===== config.mk =====
export PLATFORM = sky130hd
export DESIGN_NAME = pts_ctrl
export DESIGN_NICKNAME = d
export VERILOG_FILES = /design/src/sv/pts_pkg.sv /design/src/sv/pts_ctrl.sv
export SDC_FILE = /design/constraint.sdc
export NUM_CORES = 1
export LEC_CHECK = 0
export ABC_AREA = 1
export BUFFER_PORTS_ARGS = -buffer_cell sky130_fd_sc_hd__buf_2
export CAP_MARGIN = 40
export CORE_AREA = 3 3 40 42
export CTS_BUF_LIST = sky130_fd_sc_hd__clkbuf_2
export DETAILED_ROUTE_END_ITERATION = 10
export DIE_AREA = 0 0 43 45
export SLEW_MARGIN = 25
export SYNTH_ARGS = -nofsm -noshare
export SYNTH_HDL_FRONTEND = slang
export SYNTH_SLANG_ARGS = --single-unit

===== constraint.sdc =====
create_clock -name i_clk -period 0.95 [get_ports i_clk]
set_input_delay 0.095 -clock i_clk [delete_from_list [all_inputs] [get_ports i_clk]]
set_output_delay 0.095 -clock i_clk [all_outputs]
set_load 0.005 [all_outputs]

===== src/sv/pts_pkg.sv =====
// Shared types and constants for the priority task scheduler.
// No dependencies.
package pts_pkg;

    localparam int NumTasksDef = 16;

    typedef enum logic [1:0] {
        ST_RUNNING = 2'd0,
        ST_BLOCKED = 2'd1,
        ST_READY   = 2'd2,
        ST_FREE    = 2'd3
    } t_slot_st;

    typedef enum logic [2:0] {
        M_TICK     = 3'd0,
        M_SCHED    = 3'd1,
        M_CREATE   = 3'd2,
        M_BLOCK    = 3'd3,
        M_DELAY    = 3'd4,
        M_UNBLOCK  = 3'd5,
        M_NOP6     = 3'd6,
        M_NOP7     = 3'd7
    } t_mode;

    localparam logic [1:0] STAT_OK      = 2'd0;
    localparam logic [1:0] STAT_ZPRIO   = 2'd1;
    localparam logic [1:0] STAT_FULL    = 2'd2;

    // Controller to datapath commands
    typedef struct packed {
        logic load;      // capture input item, start op
        logic scan_clr;  // reset scan pointer and best
        logic scan_step; // process one slot of the scan
        logic finish;    // apply end-of-scan action
        logic emit;      // load output register
    } t_cmd;

    // Datapath to controller status
    typedef struct packed {
        logic scan_last; // current step is last slot
    } t_sts;

endpackage


===== src/sv/pts_ctrl.sv =====
// Controller state machine of the scheduler.
// Depends on pts_pkg.
module pts_ctrl import pts_pkg::*; (
    input  logic i_clk,
    input  logic i_rst_n,
    input  logic i_in_valid,
    output logic o_in_ready,
    input  logic i_out_busy,
    input  t_sts i_sts,
    output t_cmd o_cmd
);
    typedef enum logic [3:0] {
        S_IDLE = 4'b0001,
        S_INIT = 4'b0010,
        S_SCAN = 4'b0100,
        S_DONE = 4'b1000
    } t_state;

    t_state r_state, n_state;

    // Next state and commands
    always_comb begin
        n_state = r_state;
        o_cmd   = '0;
        o_in_ready = 1'b0;
        unique case (r_state)
            S_IDLE: begin
                o_in_ready = 1'b1;
                if (i_in_valid) begin
                    o_cmd.load = 1'b1;
                    n_state = S_INIT;
                end
            end
            S_INIT: begin
                o_cmd.scan_clr = 1'b1;
                n_state = S_SCAN;
            end
            S_SCAN: begin
                o_cmd.scan_step = 1'b1;
                if (i_sts.scan_last) n_state = S_DONE;
            end
            S_DONE: begin
                if (!i_out_busy) begin
                    o_cmd.finish = 1'b1;
                    o_cmd.emit   = 1'b1;
                    n_state = S_IDLE;
                end
            end
            default: n_state = S_IDLE;
        endcase
    end

    always_ff @(posedge i_clk) begin
        if (!i_rst_n) r_state <= S_IDLE;
        else          r_state <= n_state;
    end

`ifndef SYNTHESIS
    a_onehot: assert property (@(posedge i_clk) disable iff (!i_rst_n) $onehot(r_state))
        else $error("state not one-hot");
    a_load_idle: assert property (@(posedge i_clk) disable iff (!i_rst_n)
        o_cmd.load |-> r_state == S_IDLE) else $error("load outside idle");
    a_init_scan: assert property (@(posedge i_clk) disable iff (!i_rst_n)
        r_state == S_INIT |=> r_state == S_SCAN) else $error("init not followed by scan");
`endif
endmodule


== Word-level counts from Yosys, hierarchy flattened ==
Index checks and enable logic that the tools add are counted.

* Bits in registers: 4
* Bits in latches: 0
* Memory bits (writable): 0
* ROM bits: 0
* Bits of input ports: 5
* Output and inout bits: 6
* Logic and storage cells: 20
* Memories: 0

* Add/sub/neg operators: 0
* Multipliers: 0
* Div/mod/pow operators: 0
* Magnitude comparators: 0
* Eq/ne operators: 7
* Shifts and indexed selects: 0
* Mux-type cells: 11
* Bitwise operators: 0
* Reductions and logical operators: 1

{| class="wikitable"
|+ Operator list
! kind !! number
|-
| 4-bit one-hot mux with 4 select lines || 1
|-
| 4-bit 2-to-1 mux || 3
|-
| 2-bit inequality test, second input constant || 3
|-
| 1-bit 2-to-1 mux || 5
|-
| 4-bit by 1-bit equality test with 1-bit output, second input constant || 1
|-
| 4-bit by 2-bit equality test with 1-bit output, second input constant || 1
|-
| 4-bit by 3-bit equality test with 1-bit output, second input constant || 1
|-
| 4-bit equality test, second input constant || 1
|-
| 2-bit 2-to-1 mux || 2
|-
| 3-bit AND reduction || 1
|}

== Depth between registers and ports, before layout ==
* Word-level depth: 3
* Gate-level depth with buffers: 7
* Gate-level depth less buffers: 7

== Least setup slack after synthesis ==
No wires, ideal clock.

* Path kind: reg-to-output
* Start: register r_state[3]
* End: output o_cmd[1] (netlist name)
* Data arrival time: 0.822 ns
* Slack: 0.033 ns
* Stages on the path, launching flop included: 6
* Cell sequence: dfxtp_1 > inv_2 > nor2_1 > nand2_1 > nor2_1 > buf_4

{| class="wikitable"
|+ RTL lines
! item !! RTL line !! RTL
|-
| from (decl) || pts_ctrl.sv:19 || <nowiki>t_state r_state, n_state;</nowiki>
|-
| from (signal assigned) || pts_ctrl.sv:55 || <nowiki>else r_state <= n_state;</nowiki>
|-
| to (decl) || pts_ctrl.sv:10 || <nowiki>output t_cmd o_cmd</nowiki>
|}

==> flow_metrics.tcl <==
set metrics [dict create \
    skew_ps 10.6 \
    drtAntennaViolNets 0 \
    synth_cell_type_count 15 \
    syn_to_final_growth_pct 70.4 \
    grt_overflow 0 \
    core_mm2 0.00128 \
    synth.top_cell.area_share 0.296 \
    synthTopCellsByArea "dfxtp_1 30%, nand2_2 9.3%, nor2_1 8.3%" \
    num_vias 302 \
    reg.largest.list "r_state: 4 flops" \
    critical_path_required_ps 850 \
    min_period_ps 1100 \
    fin_crit_sh 1.16 \
    synthFlopType "dfxtp_1" \
    cts_buffers 3 \
    die_y_um 45 \
    synth_area_um2 270 \
    grt_use_total 0.0814 \
    wl_met2_um 377 \
    stdcell_count 73 \
    failed_checks "setup timing" \
    total_power_mw 0.554 \
    hp-start "i_rst_n" \
    clkLatencyLatePin_ps 210 \
    critPathMaxFanout 3 \
    worst_slack_ps -154 \
    dieWidth_um 43 \
    dp.cells 63 \
    grt_max_degree 5 \
    cts_tree "built" \
    synthCells 40 \
    first_pass_iters 1 \
    layout-drive-gt1-share 0.793 \
    r2r_start "r_state[2]" \
    largest_register "r_state" \
    cts_hold_buf 0 \
    rsz0062_at_grt "yes" \
    ir_drop_mv 0.464 \
    clock_sinks 4 \
    fin_nets 65 \
    synth_fp_nets 45 \
    grt_pass1_wl_mm 1.18 \
    cap_violations 0 \
    fp.dieArea_mm2 0.00194 \
    route.met3.wl_um 58 \
    synth.most_common_cell "nor2_1" \
    setup_violations 8 \
    yosys.area.top_type "dfxtp_1" \
    synth-edff-count 0 \
    report.final.hold_viol_count 0 \
    diodes 0 \
    synth_common_cells "6 x nor2_1, 5 x inv_1, 4 x dfxtp_1, 4 x inv_2, 4 x nand2_2" \
    ys_async_sr_fraction 0 \
    io_buffer_count 10 \
    critPathKind "reg2out" \
    antenna_found_initial 0 \
    ys_seq_elements 4 \
    arrival_ps 1010 \
    startpoint "r_state[2]" \
    vias_per_cell 4.14 \
    rows 13 \
    drt-initial-drc-count 0 \
    cp-start-kind "flop" \
    max_freq_mhz 906 \
    p_leak_nw 0.240 \
    worstSetupEndpointType "output port" \
    maxSlewHeadroom 0.899 \
    yosys_warnings 0 \
    first_global_vias 313 \
    ys_seq_area_frac 0.296 \
    slew_violations 0 \
    p_per_area_mw_per_mm2 1200 \
    wl_per_cell_um 10.4 \
    dp_hpwl_um 507 \
    largest_reg_flops 4 \
    drt-met1-wl_um 285 \
    highest_layer "met4" \
    status "finished with violations" \
    ios 11 \
    syn_avg_cell_area_um2 6.76 \
    cts_max_path_buffers 2 \
    cts.clk_slew.worst_paths_ps 50 \
    drc 0 \
    h-tree-depth 1 \
    start_util 0.210 \
    hold_class "in2reg" \
    postRouteWirelength_um 757 \
    gp_congestion 0.763 \
    tightest_slew_ps 150 \
    clock-root-buffer "clkbuf_2" \
]
## stage by stage
stage | setup slack (ps) | setup TNS [ps] | util | hold slack (ps) | cell area, µm²
3_3_place_gp | 3.47 | 0 | 0.252 | 374 | 324
6_report | -154 | -955 | 0.358 | 170 | 460
2_1_floorplan | 32.7 | 0 | - | 229 | 270
5_1_grt | -203 | -1420 | 0.358 | 188 | 460
3_5_place_dp | -5.62 | -5.62 | 0.252 | 381 | 324
4_1_cts | -153 | -782 | 0.312 | 162 | 400
## power breakdown
group	internal [mW]	switching (mW)	total, mW
clock network	0.0850	0.0728	0.158
logic	0.106	0.0991	0.205
registers	0.175	0.0161	0.191
## kinds of logic (layout without fill, tap and decap cells)
group	after synthesis	after routing	synth area share
and+or+nand+nor	22	22	0.440
buffers and inverters	11	29	0.181
DFF	4	4	0.296
AOI/OAI and AO/OA	3	3	0.0833
## placed cells by master (no fill, tap or decap), drive strengths merged
cell	n
dfxtp	4
clkbuf	3
nand3	4
o21bai	1
nor3	1
buf	17
a31oi	1
a21oi	1
nand2	7
inv	9
nor2	10
## per-layer routing
layer  up-vias  GRT usage
met2        16      0.141
li1        155          -
met1       127     0.0837
met4         0     0.0542
met3         4     0.0279
met5         -          0
## final cells by class
| class | count | area, µm² |
|---|---|---|
| multi-input combinational | 25 | 189 |
| clock buffer | 3 | 15.0 |
| inverter | 9 | 36.3 |
| sequential | 4 | 92.6 |
| fill | 138 | 825 |
| timing repair buffer | 17 | 109 |
| tap | 15 | 18.8 |
## critical path, stage by stage (launching register included)
cell and delay (ps):
dfxtp_4 360, nor2_4 160, nand3_2 110, inv_1 60, buf_2 100
## repair_timing
item | 4_1_cts | 5_1_grt
endpoints found under the setup margin | 8 | 9
gates resized for setup | 10 | 11
setup buffers | 4 | 3
pin swaps | 0 | 4
## worst paths after layout
kind / to / slack (ps) / cells after the start
hold reg to reg: r_state[2] / 570 / 2
setup reg to reg: r_state[3] / -130 / 5
setup / recovery: o_cmd[3] / -150 / 4
hold / removal: r_state[0] / 170 / 3
Note: power is estimated with default switching activity, not from simulation.
